===== config.mk =====
export PLATFORM = sky130hd
export DESIGN_NAME = frgt_queue
export DESIGN_NICKNAME = d
export VERILOG_FILES = /design/src/rtl/core/frgt_pkg.sv /design/src/rtl/core/frgt_queue.sv
export SDC_FILE = /design/constraint.sdc
export NUM_CORES = 1
export LEC_CHECK = 0
export ABC_AREA = 0
export ABC_CLOCK_PERIOD_IN_PS = 8180
export BUFFER_PORTS_ARGS = -buffer_cell sky130_fd_sc_hd__buf_2
export CAP_MARGIN = 20
export CELL_PAD_IN_SITES_DETAIL_PLACEMENT = 0
export CELL_PAD_IN_SITES_GLOBAL_PLACEMENT = 1
export CORE_MARGIN = 1.5
export CORE_UTILIZATION = 30
export CTS_CLUSTER_DIAMETER = 60
export CTS_CLUSTER_SIZE = 20
export DETAILED_ROUTE_END_ITERATION = 6
export PLACE_DENSITY_LB_ADDON = 0.2
export REMOVE_ABC_BUFFERS = 1
export SLEW_MARGIN = 5
export SYNTH_ARGS = -nofsm -noshare
export SYNTH_HDL_FRONTEND = slang
export SYNTH_SLANG_ARGS = --single-unit

===== constraint.sdc =====
create_clock -name clk -period 8.18 [get_ports clk]
set_input_delay 0.409 -clock clk [delete_from_list [all_inputs] [get_ports clk]]
set_output_delay 0.409 -clock clk [all_outputs]
set_load 0.05 [all_outputs]

===== src/rtl/core/frgt_pkg.sv =====
// ----------------------------------------------------------------------------
// frgt_pkg
// shared types and constants of the frame rms gain tracker
// ----------------------------------------------------------------------------
package frgt_pkg;

	localparam int MaxFrameSamples = 4096;
	localparam int CountW = $clog2(MaxFrameSamples + 1);
	localparam logic [31:0] GainOne = 32'h0001_0000;
	localparam int QueueDepth = 4;
	localparam int QueueAw = $clog2(QueueDepth);

	localparam logic [1:0] CfgEnable = 2'd0;
	localparam logic [1:0] CfgTarget = 2'd1;
	localparam logic [1:0] CfgFormat = 2'd2;

	localparam logic [1:0] FmtInt8 = 2'd0;
	localparam logic [1:0] FmtInt16 = 2'd1;
	localparam logic [1:0] FmtInt24 = 2'd2;
	localparam logic [1:0] FmtInt32 = 2'd3;

	// one finished frame handed from front to back
	typedef struct packed {
		logic [63:0] square_sum;
		logic [CountW-1:0] sample_count;
	} frame_t;

	typedef struct packed {
		logic [31:0] gain_fixed;
		logic [15:0] gain_whole;
		logic [31:0] frame_level;
	} result_t;

endpackage


===== src/rtl/core/frgt_queue.sv =====
// ----------------------------------------------------------------------------
// frgt_queue
// short fifo of finished frames between front and back
// ----------------------------------------------------------------------------
module frgt_queue import frgt_pkg::*; (
	input logic clk,
	input logic arst_n,
	input logic push,
	input frame_t push_data,
	output logic full,
	output logic nonempty,
	input logic pop,
	output frame_t head
);

	frame_t mem_q [QueueDepth];
	logic [QueueAw-1:0] wp_q, rp_q;
	logic [QueueAw:0] fill_q;

	assign full = fill_q == (QueueAw+1)'(QueueDepth);
	assign nonempty = fill_q != '0;
	assign head = mem_q[rp_q];

	always_ff @(posedge clk) begin
		if (push) mem_q[wp_q] <= push_data;
	end

	always_ff @(posedge clk or negedge arst_n) begin
		if (!arst_n) begin
			wp_q <= '0;
			rp_q <= '0;
			fill_q <= '0;
		end else begin
			if (push) wp_q <= wp_q + 1'b1;
			if (pop) rp_q <= rp_q + 1'b1;
			fill_q <= fill_q + (QueueAw+1)'(push) - (QueueAw+1)'(pop);
		end
	end

	a_no_under: assert property (@(posedge clk) disable iff (!arst_n)
		pop |-> nonempty) else $error("queue underflow");
	a_no_over: assert property (@(posedge clk) disable iff (!arst_n)
		push |-> !full) else $error("queue overflow");
	a_fill_bound: assert property (@(posedge clk) disable iff (!arst_n)
		fill_q <= (QueueAw+1)'(QueueDepth)) else $error("fill over depth");

endmodule


==> results.ini <==
[outcome]
status = complete, no violations

[route]
drt_pass1_iterations = 4
routed_via_density = 4.45
route.final.wire_length_um = 23000
drc = 0
drt-initial-drc-count = 257
route.antenna.remaining_nets = 0
detail_route.wl_per_cell_um = 20.0
via_count = 5110

[pwr]
power.density_cell_area_mw_per_mm2 = 414
cellLeakagePower_nw = 4.67
ir_drop_v = 0.000175

[sta]
tightestPinTransition_ps = 999
number_of_hold_violations_in_the_final_report = 0
layout_min_cycle_time_ps = 3660
setup-violations-final = 0
maxSlewViolCount = 0
rsz0062_at_grt = false
setup-tns-final_ps = 0
timing.clock.skew_ps = 11.8
achievable-frequency_mhz = 273
final.hold.worst_slack_ps = 69.1
fin_crit_sh_pct = 44.7
relSlewSlack_pct = 33.4

[floorplanning]
floorplan.io_pins = 160
die_w_um = 199
die_area_mm2 = 0.0395
chipHeight_um = 199
floorplan.initialDensity_pct = 30.5
std_cell_rows = 71
design.core.area_mm2 = 0.0377

[grt]
gr-usage-met2_pct = 20.0
grt_overflow_total = 0
first_pass_grt_wire_length_um = 34500
total_global_route_track_usage_pct = 11.8
grt_antenna_before_repair = 4
grt_pass1_vias = 5673
groute.layer.met1.usage_pct = 14.7
met3_layer_usage_reported_by_global_route_pct = 3.12
global_route.peak_usage_layer = met2
grt_start_max_net_pins = 63

[yosys]
synthAdderAreaFrac_pct = 0.827
yosys.cell_types.count = 18
synthesized_area_fraction_occupied_by_and_or_nand_nor_cells_pct = 0.392
syn_inst = 437
main_combinational_cell_family_by_area_after_synthesis = multiplexers
synth-compound-area-share_pct = 0.0435
yosys-mux-area-fraction_pct = 15.1
yosysWarningCount = 0
yosys.area_share.xor_xnor_pct = 0.381
synth-seq-area-share_pct = 81.9
syn_area_per_cell_um2 = 26.3
netlist_area_mm2 = 0.0115
synth-seq-cells = 315

[clocking]
clk_root_buffer_cell = sky130_fd_sc_hd__clkbuf_16
path_clk_slew_ps = 80
count_of_clock_tree_sinks = 315
clk_path_buf_depth = 3
tritoncts = done
h-tree-depth = 1
tritoncts.num_buffers = 28
cts_post_setup_buffers_inserted = 0
insertion_delay_ps = 550

[worst_setup_path]
end_kind = output pin
arrival_ps = 3250
critPathRequiredTime_ps = 7770
worst_setup_path_start_kind = flip-flop
worstPathMaxFanout = 45
critPathKind = flip-flop to output pin

[cells_and_area]
layout.cells.most_common = sky130_fd_sc_hd__edfxtp_1
most_frequent_cells_in_the_layout = sky130_fd_sc_hd__edfxtp_1, sky130_fd_sc_hd__buf_2, sky130_fd_sc_hd__mux4_2
layout.cells.non_filler = 1149
area_delta_synth_final_pct = 20.7
final_net_count = 703
post_route_cells_drive_above_1_share_pct = 46.4

[placement]
routabilityCongestion = 0.656
place.detailed.instances = 1095
place_hpwl_um = 13400
numPortBuffers = 159

[run]
maxCapViolations = 0

[hold_path]
holdCritPathClass = input pin to flip-flop

Yosys cell counts:
cell	number	area share, %
sky130_fd_sc_hd__mux4_2	77	15
sky130_fd_sc_hd__dfrtp_1	7	1.5
sky130_fd_sc_hd__o21ai_0	1	0.043
sky130_fd_sc_hd__edfxtp_1	308	80
sky130_fd_sc_hd__buf_6	1	0.098
sky130_fd_sc_hd__and3_1	1	0.054
sky130_fd_sc_hd__xor2_1	3	0.23
sky130_fd_sc_hd__buf_2	7	0.30
sky130_fd_sc_hd__ha_1	6	0.65
sky130_fd_sc_hd__buf_4	4	0.26
sky130_fd_sc_hd__or3_1	1	0.054
sky130_fd_sc_hd__buf_12	2	0.35
sky130_fd_sc_hd__and2_1	4	0.22
sky130_fd_sc_hd__inv_1	6	0.20
sky130_fd_sc_hd__xnor2_1	2	0.15
sky130_fd_sc_hd__fa_1	1	0.17
sky130_fd_sc_hd__nand2_1	2	0.065
sky130_fd_sc_hd__clkbuf_1	4	0.13
critical path, stage by stage, from the launching register on:
cell and delay (ps):
sky130_fd_sc_hd__dfrtp_4 900, sky130_fd_sc_hd__buf_4 880, sky130_fd_sc_hd__mux4_2 640, sky130_fd_sc_hd__buf_2 230
where the power goes:
part           total, W  switching (W)  internal [W]
Combinational   0.00212        0.00150      0.000620
Sequential      0.00224       0.000129       0.00211
Clock           0.00138       0.000611      0.000768
Total           0.00574        0.00224       0.00350
routing by layer:
metal | part of all wire [%] | wire length [um] | vias up
li1 | - | - | 2239
met1 | 42 | 9660 | 2709
met2 | 49 | 11400 | 120
met3 | 6.2 | 1430 | 38
met4 | 2.1 | 489 | 4
met5 | 0.13 | 31 | -
sequential cells by signal (all words and copies together), names as in the netlist:
signal  cells
fill_q      3
mem_q     308
rp_q        2
wp_q        2
path summary, 6_finish.rpt:
kind | startpoint | to | slack [ps] | cells after the start
worst min register to register | wp_q[0]$_DFFE_PN0P_ | wp_q[0]$_DFFE_PN0P_ | 550 | 1
max in group asynchronous | arst_n | rp_q[1]$_DFFE_PN0P_ | 7750 | 2
worst max-delay path | rp_q[0]$_DFFE_PN0P_ | head[73] | 4520 | 3
worst min-delay path | push_data[44] | mem_q[1][44]$_DFFE_PP_ | 70 | 1
worst max register to register | wp_q[0]$_DFFE_PN0P_ | mem_q[2][66]$_DFFE_PP_ | 5860 | 4
min in group asynchronous | arst_n | fill_q[0]$_DFF_PN0_ | 230 | 2
logic make-up after synthesis:
kind of cell / Yosys count
xor+xnor: 5
mux: 77
flops: 315
compound gates: 1
simple gates: 8
buf+inv: 24
fa+ha+maj: 7
per-stage QoR:
| step | power, W | instance area [um^2] | setup slack (ps) | utilization [%] |
|---|---|---|---|---|
| after floorplan | 0.00393 | 11400 | 3880 | - |
| after global placement | 0.00444 | 12900 | 4930 | 34.2 |
| after detailed placement | 0.00447 | 12900 | 4950 | 34.2 |
| after CTS | 0.00587 | 13900 | 4320 | 36.8 |
| after global routing | 0.00602 | 13900 | 4200 | 36.8 |
| final | 0.00574 | 13900 | 4520 | 36.8 |
cell type report:
type,count,area (um^2)
flip-flops and latches,315,9430
multi-input cells,98,1930
repair buffers,166,851
clock inverters,21,265
inverters,6,22.5
fillers,3507,23800
diodes,2,5.00
well taps,511,639
clock buffers,30,729
what timing repair did:
item | CTS | global route
hold buffers | 1 | 0
endpoints found under the hold margin | 7 | 0
endpoints found under the setup margin | 0 | 0
gates resized for setup | 0 | 0
Power figures use the tool's default switching activity.
