===== src/rtl/core/frgt_pkg.sv =====
// ----------------------------------------------------------------------------
// frgt_pkg
// shared types and constants of the frame rms gain tracker
// ----------------------------------------------------------------------------
package frgt_pkg;

	localparam int MaxFrameSamples = 4096;
	localparam int CountW = $clog2(MaxFrameSamples + 1);
	localparam logic [31:0] GainOne = 32'h0001_0000;
	localparam int QueueDepth = 4;
	localparam int QueueAw = $clog2(QueueDepth);

	localparam logic [1:0] CfgEnable = 2'd0;
	localparam logic [1:0] CfgTarget = 2'd1;
	localparam logic [1:0] CfgFormat = 2'd2;

	localparam logic [1:0] FmtInt8 = 2'd0;
	localparam logic [1:0] FmtInt16 = 2'd1;
	localparam logic [1:0] FmtInt24 = 2'd2;
	localparam logic [1:0] FmtInt32 = 2'd3;

	// one finished frame handed from front to back
	typedef struct packed {
		logic [63:0] square_sum;
		logic [CountW-1:0] sample_count;
	} frame_t;

	typedef struct packed {
		logic [31:0] gain_fixed;
		logic [15:0] gain_whole;
		logic [31:0] frame_level;
	} result_t;

endpackage


===== src/rtl/core/frgt_front.sv =====
// ----------------------------------------------------------------------------
// frgt_front
// sign handling, squaring and saturating accumulation of the samples
// ----------------------------------------------------------------------------
module frgt_front import frgt_pkg::*; (
	input logic clk,
	input logic arst_n,
	input logic active,
	input logic [1:0] sample_format,
	input logic in_valid,
	output logic in_ready,
	input logic [31:0] sample_word,
	input logic frame_last,
	output logic push,
	output frame_t push_data,
	input logic queue_full
);

	// stage 1 holds the magnitude, stage 2 the square
	logic vld_s1, last_s1, act_s1, cnt_s1;
	logic [31:0] mag_s1;
	logic vld_s2, last_s2, act_s2, cnt_s2;
	logic [63:0] sq_s2;
	logic [63:0] sum_q;
	logic [CountW-1:0] cnt_q;
	logic [63:0] sum_next;
	logic [64:0] add_w;
	logic [31:0] mag_w, ext_w;
	logic stall;
	logic in_fire;
	logic [CountW-1:0] cnt_ahead;

	// a frame end needs room in the queue
	assign stall = vld_s2 && last_s2 && act_s2 && queue_full;
	assign in_ready = !stall;
	assign in_fire = in_valid && in_ready;

	always_comb begin
		case (sample_format)
			FmtInt8: ext_w = {{24{sample_word[7]}}, sample_word[7:0]};
			FmtInt16: ext_w = {{16{sample_word[15]}}, sample_word[15:0]};
			FmtInt24: ext_w = {{8{sample_word[23]}}, sample_word[23:0]};
			default: ext_w = sample_word;
		endcase
		mag_w = ext_w[31] ? (32'd0 - ext_w) : ext_w;
	end

	// samples in flight ahead of the accumulator count toward the frame limit,
	// a frame end or an inactive item in flight starts the count over
	always_comb begin
		if (vld_s1 && (last_s1 || !act_s1)) begin
			cnt_ahead = '0;
		end else if (vld_s2 && (last_s2 || !act_s2)) begin
			cnt_ahead = CountW'(vld_s1 && cnt_s1);
		end else begin
			cnt_ahead = cnt_q + CountW'(vld_s1 && cnt_s1) + CountW'(vld_s2 && cnt_s2);
		end
	end

	always_ff @(posedge clk or negedge arst_n) begin
		if (!arst_n) begin
			vld_s1 <= 1'b0;
			vld_s2 <= 1'b0;
		end else if (!stall) begin
			vld_s1 <= in_fire;
			vld_s2 <= vld_s1;
		end
	end

	always_ff @(posedge clk) begin
		if (!stall) begin
			mag_s1 <= mag_w;
			last_s1 <= frame_last;
			act_s1 <= active;
			last_s2 <= last_s1;
			act_s2 <= act_s1;
			cnt_s2 <= cnt_s1;
			sq_s2 <= 64'(mag_s1) * 64'(mag_s1);
		end
	end

	always_ff @(posedge clk or negedge arst_n) begin
		if (!arst_n) begin
			cnt_s1 <= 1'b0;
		end else if (!stall) begin
			cnt_s1 <= cnt_ahead < CountW'(MaxFrameSamples);
		end
	end

	always_comb begin
		add_w = {1'b0, sum_q} + {1'b0, sq_s2};
		sum_next = add_w[64] ? '1 : add_w[63:0];
	end

	always_ff @(posedge clk or negedge arst_n) begin
		if (!arst_n) begin
			sum_q <= '0;
			cnt_q <= '0;
		end else if (vld_s2 && !stall) begin
			if (!act_s2 || last_s2) begin
				sum_q <= '0;
				cnt_q <= '0;
			end else if (cnt_s2) begin
				sum_q <= sum_next;
				cnt_q <= cnt_q + 1'b1;
			end
		end
	end

	assign push = vld_s2 && act_s2 && last_s2 && !queue_full;
	always_comb begin
		push_data.square_sum = cnt_s2 ? sum_next : sum_q;
		push_data.sample_count = cnt_s2 ? cnt_q + 1'b1 : cnt_q;
	end

	a_cnt_bound: assert property (@(posedge clk) disable iff (!arst_n)
		cnt_q <= CountW'(MaxFrameSamples)) else $error("count over limit");
	a_push_room: assert property (@(posedge clk) disable iff (!arst_n)
		push |-> !queue_full) else $error("push into full queue");
	a_push_nonzero: assert property (@(posedge clk) disable iff (!arst_n)
		push |-> push_data.sample_count != '0) else $error("empty frame");

endmodule


===== config.mk =====
export PLATFORM = sky130hd
export DESIGN_NAME = frgt_front
export DESIGN_NICKNAME = d
export VERILOG_FILES = /design/src/rtl/core/frgt_pkg.sv /design/src/rtl/core/frgt_front.sv
export SDC_FILE = /design/constraint.sdc
export NUM_CORES = 2
export LEC_CHECK = 0
export ABC_AREA = 1
export BUFFER_PORTS_ARGS = -buffer_cell sky130_fd_sc_hd__buf_4
export CAP_MARGIN = 20
export CELL_PAD_IN_SITES_DETAIL_PLACEMENT = 1
export CELL_PAD_IN_SITES_GLOBAL_PLACEMENT = 1
export CORE_UTILIZATION = 40
export CTS_BUF_LIST = sky130_fd_sc_hd__clkbuf_2
export CTS_CLUSTER_DIAMETER = 40
export DETAILED_ROUTE_END_ITERATION = 6
export PLACE_DENSITY_LB_ADDON = 0.08
export SYNTH_ARGS = -nofsm -noshare
export SYNTH_HDL_FRONTEND = slang
export SYNTH_SLANG_ARGS = --single-unit

===== constraint.sdc =====
create_clock -name clk -period 16.13 [get_ports clk]
set_input_delay 4.839 -clock clk [delete_from_list [all_inputs] [get_ports clk]]
set_output_delay 4.839 -clock clk [all_outputs]
set_load 0.01 [all_outputs]

==> reports/qor.yml <==
run_status:
  outcome: "completed"
synthesis:
  ys.flop_type: "edfxtp_1"
  synth-simple-area-share: 0.203
  synth_edf_count: 100
  netlist.area_leader.share: 0.349
  syn_nets: 7244
  yosysMostFrequentCell: "inv_1"
  synth-xor-area-share: 0.0304
  synth-seq-cells: 180
  synth_top_family_by_area: "adder cells"
  synth_cell_types: 54
  async_flop_share: 0.444
  synth_top_cells_by_area: "fa_1, inv_1, nand2_1"
  synth_warnings: 0
  synth_fa_ha_area_frac: 0.449
  synth_compound_area_frac: 0.0473
  synth_common_cells: "inv_1, nand2_1, fa_1"
  syn_avg_cell_area_um2: 7.52
  syn_area_mm2: 0.0455
  syn_inst: 6046
  synthMuxAreaShare: 0
  synth.yosys.seq_area_share: 0.110
  synth_top_area_cell: "fa_1"
global_routing:
  grt_pass1_wl_um: 238000
  overflow: 0
  grt_pass1_vias: 41700
  grt_use_total: 0.272
  grt_max_degree: 76
  antenna_found_initial: 7
placement:
  hpwl_um: 126000
  portBuffers: 118
  gp_congestion: 0.941
setup_path:
  cp.depth: 3
  reg2reg_setup_slack_ns: 7.83
  ff2ff_path_depth: 27
  timing.rr.end: "sq_s2[32]"
  crit_chain: "buf_4 > nand2_4 > buf_4"
  crit_required_ns: 11.29
  path_buf_inv: 2
  path_max_fanout: 25
  arrival_ns: 5.50
  worstReg2RegStart: "mag_s1[6]"
  crit_path_end_kind: "output port"
  crit_type: "primary input to output port"
  crit_family: "buffers and inverters"
  cp_common_cell: "buf_4"
  startpoint_type: "primary input"
  cpPeakStageDelay_ns: 0.28
  cp_slowest_cell: "nand2_4"
floorplan:
  die_h_um: 339
  die_area_mm2: 0.115
  rows: 123
  die-width_um: 339
  core_area_mm2: 0.113
  io_pins: 119
  initial_utilization: 0.404
clocking:
  root_buffer: "clkbuf_2"
  post_cts_resized: 0
  cts_tree: "done"
  insertion_delay_ns: 1.35
  postCtsHoldBufs: 0
  htreeDepth: 4
  clockBufferDepth: 2
  clkSlewWorstSetupHoldPaths_ns: 0.28
  cts_sinks: 180
  cts_buffers: 17
  post-cts-setup-buffers: 0
worst_hold_path:
  hold_path.class: "flop to flop"
  hold_start: "last_s1"
  hold_path_end: "last_s2"
  hold_depth: 0
sta:
  skew_ns: 0.155
  period_share: 0.641
  finalCriticalPeriod_ns: 10.34
  setup_viol: 0
  rsz0062_at_grt: "false"
  slew_headroom: 0.308
  fmax_mhz: 96.8
  hold_viol: 0
  tns_ns: 0
  drv_slew: 0
  tightestPinTransition_ns: 1.04
layout:
  final_layout_size_suffix_gt1_frac: 0.0473
  areaGrowthSynthToFinish_pct: 6.09
  layout.nets: 7279
job:
  max_cap_viol_count: 0
routing:
  wirelength_um: 151000
  first_pass_iters: 7
  drc: 0
  drt_iter0_markers: 1493
  antenna_left: 0
  vias_per_cell: 4.89
  routedWlPerCell_um: 19.9
  via_count: 37200
[sequential cells by signal, summed over array words and instances (netlist names)]
name / cells
vld_s2: 1
last_s2: 1
act_s2: 1
sum_q: 64
mag_s1: 32
cnt_q: 13
act_s1: 1
sq_s2: 63
cnt_s1: 1
cnt_s2: 1
last_s1: 1
vld_s1: 1
[placed cells by master, fill, tap and decap left out, drive strengths merged, types with 37 or more instances in the layout]
master  netlist  routed
a21boi       37      37
a21oi       149     149
buf          36     160
dfrtp        80      80
edfxtp      100     100
fa          792     792
ha          366     366
inv        1765    1774
nand2      1615    1615
nand3       188     188
nand4        45      45
nor2        319     319
o21ai       120     120
xnor2        59      59
xor2         99      99
[metrics by stage]
stage | hold slack [ns] | util | worst slack (ns) | std cells | area [um2]
2_1_floorplan | 0.421 | - | 4.21 | 6046 | 45500
3_3_place_gp | 0.437 | 0.426 | 5.77 | 7562 | 48000
3_5_place_dp | 0.440 | 0.426 | 5.76 | 7562 | 48000
4_1_cts | 0.500 | 0.428 | 5.76 | 7594 | 48200
5_1_grt | 0.516 | 0.428 | 5.72 | 7597 | 48200
6_report | 0.500 | 0.428 | 5.79 | 7598 | 48200
[how the worst max path moves through the flow]
| stage | endpoint | slack [ns] | start |
|---|---|---|---|
| after global placement | in_ready | 5.77 | queue_full |
| after detailed placement | in_ready | 5.76 | queue_full |
| after floorplan | in_ready | 4.21 | queue_full |
| final | in_ready | 5.79 | queue_full |
| after CTS | in_ready | 5.76 | queue_full |
| after global routing | in_ready | 5.72 | queue_full |
[cell families (layout without fill, tap and decap cells)]
| family | Yosys count | after routing |
|---|---|---|
| simple gates | 2258 | 2258 |
| other cells | 0 | 4 |
| compound gates | 376 | 376 |
| buf+inv | 1916 | 1964 |
| xor+xnor | 158 | 158 |
| fa+ha+maj | 1158 | 1158 |
| flops | 180 | 180 |
[routing by layer]
| layer | global-route usage | wire, um | vias up |
|---|---|---|---|
| met2 | 0.497 | 77700 | 530 |
| met4 | 0.0678 | 3420 | 0 |
| li1 | - | - | 17700 |
| met3 | 0.0223 | 3940 | 138 |
| met1 | 0.343 | 65800 | 18900 |
| met5 | 0 | 0 | - |
[area by class of cell]
class                           instances  area, um2
Antenna cell                            4       10.0
Clock buffer                           17       85.1
Clock inverter                         15        185
Fill cell                           14200      64400
Inverter                             1772       6650
Multi-Input combinational cell       3950      33200
Sequential cell                       180       5000
Tap cell                             1500       1880
Timing Repair Buffer                  160       1200
Power is left out: the tool's default activity adds up to more than one toggle a clock period on the data nets, which glitch-free logic cannot reach.
