**src/rtl/core/frgt_pkg.sv**
```systemverilog
// ----------------------------------------------------------------------------
// frgt_pkg
// shared types and constants of the frame rms gain tracker
// ----------------------------------------------------------------------------
package frgt_pkg;

	localparam int MaxFrameSamples = 4096;
	localparam int CountW = $clog2(MaxFrameSamples + 1);
	localparam logic [31:0] GainOne = 32'h0001_0000;
	localparam int QueueDepth = 4;
	localparam int QueueAw = $clog2(QueueDepth);

	localparam logic [1:0] CfgEnable = 2'd0;
	localparam logic [1:0] CfgTarget = 2'd1;
	localparam logic [1:0] CfgFormat = 2'd2;

	localparam logic [1:0] FmtInt8 = 2'd0;
	localparam logic [1:0] FmtInt16 = 2'd1;
	localparam logic [1:0] FmtInt24 = 2'd2;
	localparam logic [1:0] FmtInt32 = 2'd3;

	// one finished frame handed from front to back
	typedef struct packed {
		logic [63:0] square_sum;
		logic [CountW-1:0] sample_count;
	} frame_t;

	typedef struct packed {
		logic [31:0] gain_fixed;
		logic [15:0] gain_whole;
		logic [31:0] frame_level;
	} result_t;

endpackage

```
**src/rtl/core/frgt_back.sv**
```systemverilog
// ----------------------------------------------------------------------------
// frgt_back
// frame end: mean by restoring divide, root by digit recurrence, gain update
// ----------------------------------------------------------------------------
module frgt_back import frgt_pkg::*; (
	input logic clk,
	input logic arst_n,
	input logic gain_reset,
	input logic [30:0] target_level,
	input logic frame_valid,
	input frame_t frame,
	output logic frame_pop,
	output logic out_valid,
	input logic out_ready,
	output result_t out_data
);

	localparam logic [2:0] StIdle = 3'd0;
	localparam logic [2:0] StDiv = 3'd1;
	localparam logic [2:0] StSqrt = 3'd2;
	localparam logic [2:0] StErr = 3'd3;
	localparam logic [2:0] StMul = 3'd4;
	localparam logic [2:0] StQuo = 3'd5;
	localparam logic [2:0] StGain = 3'd6;
	localparam logic [2:0] StOut = 3'd7;

	// ceil(2^55/625), exact for dividends below 2^46
	localparam logic [47:0] RecipM = 48'((64'd1 << 55) / 64'd625 + 64'd1);

	logic [2:0] state_q;
	logic [5:0] step_q;
	logic [63:0] num_q;          // dividend shifting into quotient, then sqrt operand
	logic [CountW-1:0] rem_q;
	logic [CountW-1:0] den_q;
	logic [31:0] root_q;
	logic [33:0] srem_q;
	logic signed [47:0] perr_q;
	logic signed [47:0] err_q;
	logic signed [47:0] diff_q;
	logic neg_q;
	logic [47:0] prod_q;
	logic [95:0] acc_q;
	logic signed [31:0] gain_q;
	logic [31:0] level_q;
	logic [15:0] whole_q;
	result_t res_q;
	logic vld_q;

	logic [CountW:0] dtry;
	logic [33:0] strial, sshift;
	logic [47:0] dmag;
	logic [23:0] mul_a, mul_b;
	logic [47:0] pp;
	logic [95:0] pp_sh;
	logic [47:0] quo_w;
	logic signed [49:0] gsum;
	logic signed [31:0] gsat;
	logic signed [31:0] whole;

	always_comb begin
		dtry = {rem_q, num_q[63]} - {1'b0, den_q};
		sshift = {srem_q[31:0], num_q[63:62]};
		strial = sshift - {root_q, 2'b01};
		dmag = diff_q[47] ? (48'd0 - diff_q) : diff_q;
		// divide by 625 via reciprocal, one 24x24 partial product per cycle
		mul_a = step_q[1] ? prod_q[47:24] : prod_q[23:0];
		mul_b = step_q[0] ? RecipM[47:24] : RecipM[23:0];
		pp = mul_a * mul_b;
		case (step_q[1:0])
			2'd0: pp_sh = {48'd0, pp};
			2'd3: pp_sh = {pp, 48'd0};
			default: pp_sh = {24'd0, pp, 24'd0};
		endcase
		quo_w = {7'd0, acc_q[95:55]};
		gsum = 50'(gain_q) + (neg_q ? -50'(signed'({1'b0, quo_w})) : 50'(signed'({1'b0, quo_w})));
		if (gsum > 50'sh7FFF_FFFF) gsat = 32'sh7FFF_FFFF;
		else if (gsum < -50'sh8000_0000) gsat = 32'sh8000_0000;
		else gsat = gsum[31:0];
		whole = gsat / 32'sd65536;
	end

	assign frame_pop = state_q == StIdle && frame_valid && !gain_reset;
	assign out_valid = vld_q;
	assign out_data = res_q;

	always_ff @(posedge clk or negedge arst_n) begin
		if (!arst_n) begin
			state_q <= StIdle;
			gain_q <= signed'(GainOne);
			perr_q <= '0;
			vld_q <= 1'b0;
			step_q <= '0;
		end else begin
			if (vld_q && out_ready) vld_q <= 1'b0;
			if (gain_reset) begin
				gain_q <= signed'(GainOne);
				perr_q <= '0;
			end
			case (state_q)
				StIdle: begin
					if (frame_pop) begin
						state_q <= StDiv;
						step_q <= '0;
					end
				end
				StDiv: begin
					step_q <= step_q + 1'b1;
					if (step_q == 6'd63) state_q <= StSqrt;
				end
				StSqrt: begin
					step_q <= step_q + 1'b1;
					if (step_q == 6'd31) state_q <= StErr;
				end
				StErr: state_q <= StMul;
				StMul: begin
					step_q <= '0;
					state_q <= StQuo;
				end
				StQuo: begin
					// four partial products of the reciprocal multiply
					step_q <= step_q + 1'b1;
					if (step_q == 6'd3) state_q <= StGain;
				end
				StGain: begin
					gain_q <= gsat;
					perr_q <= err_q;
					state_q <= StOut;
				end
				StOut: begin
					if (!vld_q || out_ready) begin
						vld_q <= 1'b1;
						state_q <= StIdle;
					end
				end
				default: state_q <= StIdle;
			endcase
		end
	end

	always_ff @(posedge clk) begin
		case (state_q)
			StIdle: begin
				num_q <= frame.square_sum;
				den_q <= frame.sample_count;
				rem_q <= '0;
			end
			StDiv: begin
				if (!dtry[CountW]) begin
					rem_q <= dtry[CountW-1:0];
					num_q <= {num_q[62:0], 1'b1};
				end else begin
					rem_q <= {rem_q[CountW-2:0], num_q[63]};
					num_q <= {num_q[62:0], 1'b0};
				end
				root_q <= '0;
				srem_q <= '0;
			end
			StSqrt: begin
				num_q <= {num_q[61:0], 2'b00};
				if (!strial[33]) begin
					srem_q <= strial;
					root_q <= {root_q[30:0], 1'b1};
				end else begin
					srem_q <= sshift;
					root_q <= {root_q[30:0], 1'b0};
				end
			end
			StErr: begin
				level_q <= root_q;
				err_q <= 48'(root_q) - 48'(target_level);
				diff_q <= 48'(root_q) - 48'(target_level) - perr_q;
			end
			StMul: begin
				// magnitude of the error change stays below 2^32
				neg_q <= diff_q[47];
				prod_q <= {dmag[35:0], 12'd0} + 48'd312;
				acc_q <= '0;
			end
			StQuo: begin
				acc_q <= acc_q + pp_sh;
			end
			StGain: begin
				whole_q <= whole[15:0];
			end
			StOut: begin
				if (!vld_q || out_ready) begin
					res_q.gain_fixed <= gain_q;
					res_q.gain_whole <= whole_q;
					res_q.frame_level <= level_q;
				end
			end
			default: ;
		endcase
	end

	a_out_hold: assert property (@(posedge clk) disable iff (!arst_n)
		vld_q && !out_ready |=> vld_q) else $error("result dropped");
	a_pop_idle: assert property (@(posedge clk) disable iff (!arst_n)
		frame_pop |=> state_q == StDiv) else $error("pop without start");
	a_quo_fit: assert property (@(posedge clk) disable iff (!arst_n)
		state_q == StGain |-> acc_q[95:91] == '0) else $error("quotient out of range");

endmodule

```
**config.mk**
```make
export PLATFORM = sky130hd
export DESIGN_NAME = frgt_back
export DESIGN_NICKNAME = d
export VERILOG_FILES = /design/src/rtl/core/frgt_pkg.sv /design/src/rtl/core/frgt_back.sv
export SDC_FILE = /design/constraint.sdc
export NUM_CORES = 2
export LEC_CHECK = 0
export BUFFER_PORTS_ARGS = -buffer_cell sky130_fd_sc_hd__buf_4
export CAP_MARGIN = 30
export CELL_PAD_IN_SITES_DETAIL_PLACEMENT = 2
export CELL_PAD_IN_SITES_GLOBAL_PLACEMENT = 2
export CORE_UTILIZATION = 45
export CTS_BUF_LIST = sky130_fd_sc_hd__clkbuf_4 sky130_fd_sc_hd__clkbuf_8 sky130_fd_sc_hd__clkbuf_16
export CTS_CLUSTER_SIZE = 14
export DETAILED_ROUTE_END_ITERATION = 16
export HOLD_SLACK_MARGIN = 0.03
export PLACE_DENSITY_LB_ADDON = 0.1
export RECOVER_POWER = 100
export SLEW_MARGIN = 20
export SYNTH_ARGS = -nofsm -noshare
export SYNTH_HDL_FRONTEND = slang
export SYNTH_SLANG_ARGS = --single-unit
```
**constraint.sdc**
```tcl
create_clock -name clk -period 35 [get_ports clk]
set_clock_uncertainty 0.05 [all_clocks]
set_input_delay 7 -clock clk [delete_from_list [all_inputs] [get_ports clk]]
set_output_delay 7 -clock clk [all_outputs]
set_load 0.03 [all_outputs]
```
==> out/qor.csv <==
metric,value,unit
CTS tree,built,
initial antenna violation count,8,
layout cells sized above 1,4.588,%
RSZ-0062 raised after global routing,false,
total grt overflow,0,
Crit path depth,4,
CP arrival,8.13,ns
WS Path Type,in2out,
failing checks,"capacitance limit, slew limit",
max-slew violation count,1037,
# fillers,11900,
Yosys cell types,91,
cts hold-fix bufs,0,
sequential share of the synthesized area,31.99,%
routed vias,43450,
syn_area_per_cell,9.464,sq um
remaining antenna violation count after routing,0,
cell breakdown of the critical path,clkbuf_1 -> nand2b_1 -> nor4_1 -> clkbuf_1,
via/cell ratio,6.117,
cts bufs inserted,73,
Yosys reg bits,560,
Post-Synthesis Cell Area,51390,sq um
Post-CTS Setup Bufs,0,
CTS sink count,560,
DRC,0,
GRT Overall Usage,35.04,%
area grow syn2layout,9.561,%
die area,115600,sq um
gpl congestion,0.9575,
Routed wire per std cell,28.80,um
CP startpoint kind,primary input,
Max stage delay on crit path,0.35,ns
Die Ht,339.9,um
setup TNS,0,ns
min cycle time layout,15.18,ns
I/O Buffers,194,
first-pass GRT wire length,311200,um
YS warnings,0,
depth of the CTS H-tree,3,
Detailed Route WL,204600,um
drt pass-1 iters,5,
cell mode on critical path,clkbuf_1,
Slew @ Worst Pin,4.157,ns
initial drt markers,2835,
CORE AREA,112800,sq um
post_cts resized,0,
CP Buf/Inv Count,2,
worst min-delay path class,reg2reg,
max_cap viols,23,
num rows,123,
Syn Nets,6366,
outcome,"finished, violations left",
Crit. End Element,output pin,
Clock Latency Late Sink,0.68,ns
final hold vios,0,
dominant cell type by area after synthesis,edfxtp_1,
nets,6481,
ys flop type,edfxtp_1,
cell family with most CP delay,buffers and inverters,
Max Fclk,0.06589,GHz
number of enable flip-flop cells after synthesis,485,
Final Util,49.91,%
R2R cell count,41,
Crit Path Max Fanout,12,
CTS root buf,clkbuf_16,
largest net degree at the start of global routing,97,
Cells on Worst Hold Path,0,
initial cell density of the core,45.56,%
IO Pins,195,
"Slowest-stage cell, CP",clkbuf_1,
relative slew slack,-177.1,%
fin crit share,43.36,%
Area contributors post-synth,"edfxtp_1 (28%), ha_1 (13%), fa_1 (12%), inv_1 (4.9%), xnor2_1 (4.3%)",
Synth top area share,28.34,%
DP Wirelength,145400,um
Worst EP required,27.95,ns
Mapped Cells,5430,
maximum buffer depth of the clock tree,3,
"Reg clk slew, reported paths",0.06,ns
"FFs w/ async S/R, synth",13.39,%
vias in the first global route,49010,
Final setup viols,0,
Die W,339.9,um
==> metrics by stage <==
stage | std cells | hold WS (ns) | worst slack, ns | cell area (sq um)
5_1_grt | 7103 | 0.3814 | 19.30 | 56300
4_1_cts | 7096 | 0.3763 | 20.18 | 56930
3_3_place_gp | 6957 | 0.3543 | 20.22 | 54330
6_report | 7104 | 0.3728 | 19.82 | 56310
3_5_place_dp | 6964 | 0.3566 | 20.19 | 54410
2_1_floorplan | 5430 | 0.3503 | 19.91 | 51390
==> worst paths after layout <==
path | end | start | slack [ns]
max | frame_pop | gain_reset | 19.82
min | out_data[2]$_DFFE_PP_ | level_q[2]$_DFFE_PN_ | 0.37
max reg2reg | acc_q[88]$_SDFFCE_PN0P_ | step_q[1]$_DFFE_PN0P_ | 19.83
min reg2reg | out_data[2]$_DFFE_PP_ | level_q[2]$_DFFE_PN_ | 0.37
max in group asynchronous | gain_q[12]$_DFFE_PN0P_ | arst_n | 24.45
min in group asynchronous | perr_q[10]$_DFFE_PN0P_ | arst_n | 7.00
==> final cells by class <==
type | instances | area [sq um] | area share (%)
Clock inverter | 40 | 511.7 | 0.9089
Timing Repair Buffer | 246 | 1256 | 2.231
Inverter | 672 | 2522 | 4.480
Antenna cell | 2 | 5.005 | 0.008889
Clock buffer | 92 | 2006 | 3.562
Multi-Input combinational cell | 3992 | 31670 | 56.25
Sequential cell | 560 | 16450 | 29.22
Tap cell | 1500 | 1877 | 3.333
==> registers in the layout, indices dropped and copies added (netlist names) <==
register,cells
gain_q,32
diff_q,37
rem_q,13
prod_q,36
state_q,3
neg_q,1
out_valid,1
num_q,64
whole_q,16
perr_q,33
acc_q,96
step_q,6
level_q,32
err_q,33
srem_q,32
root_q,32
out_data,80
den_q,13
==> cell families after synthesis <==
| logic type | share of synthesized area [%] |
|---|---|
| AO/OA/AOI/OAI | 17.23 |
| multiplexers | 0.9154 |
| adder cells (fa/ha/maj) | 24.45 |
| other | 0.007297 |
| XOR/XNOR | 5.911 |
| flip-flops | 31.99 |
| buffers and inverters | 6.440 |
| AND/OR/NAND/NOR | 13.06 |
==> layout by cell type, fill, tap and decap left out, types with 111 or more instances in the layout <==
master	n
a21o_1	168
fa_1	302
nand2_1	318
ha_1	521
clkbuf_1	170
o31ai_1	133
xnor2_1	250
inv_1	670
edfxtp_1	485
o21ai_0	244
nand2b_1	111
a21oi_1	417
nor2_1	473
==> Yosys cell counts (all sizes together), types with 40 or more instances <==
cell and number:
edfxtp 485, nand4 42, xnor2 252, fa 302
o22ai 67, o21a 43, a22o 42, and2 60
nand2b 111, nand3 80, inv 672, o21ai 246
mux2i 41, nor2b 52, a31oi 40, ha 521
nand2 321, nor3 66, nor2 477, xor2 94
o31ai 134, dfrtp 74, a21o 168, a21oi 417
clkbuf 178
==> layer usage <==
metal	wire, um	up-vias	GRT usage (%)
li1	-	19250	-
met1	82390	22390	42.21
met2	101700	1260	61.05
met3	8753	542	4.675
met4	11770	8	18.01
met5	54	-	0
Power is left out: the tool's default activity adds up to more than one toggle a clock period on the data nets, which glitch-free logic cannot reach.
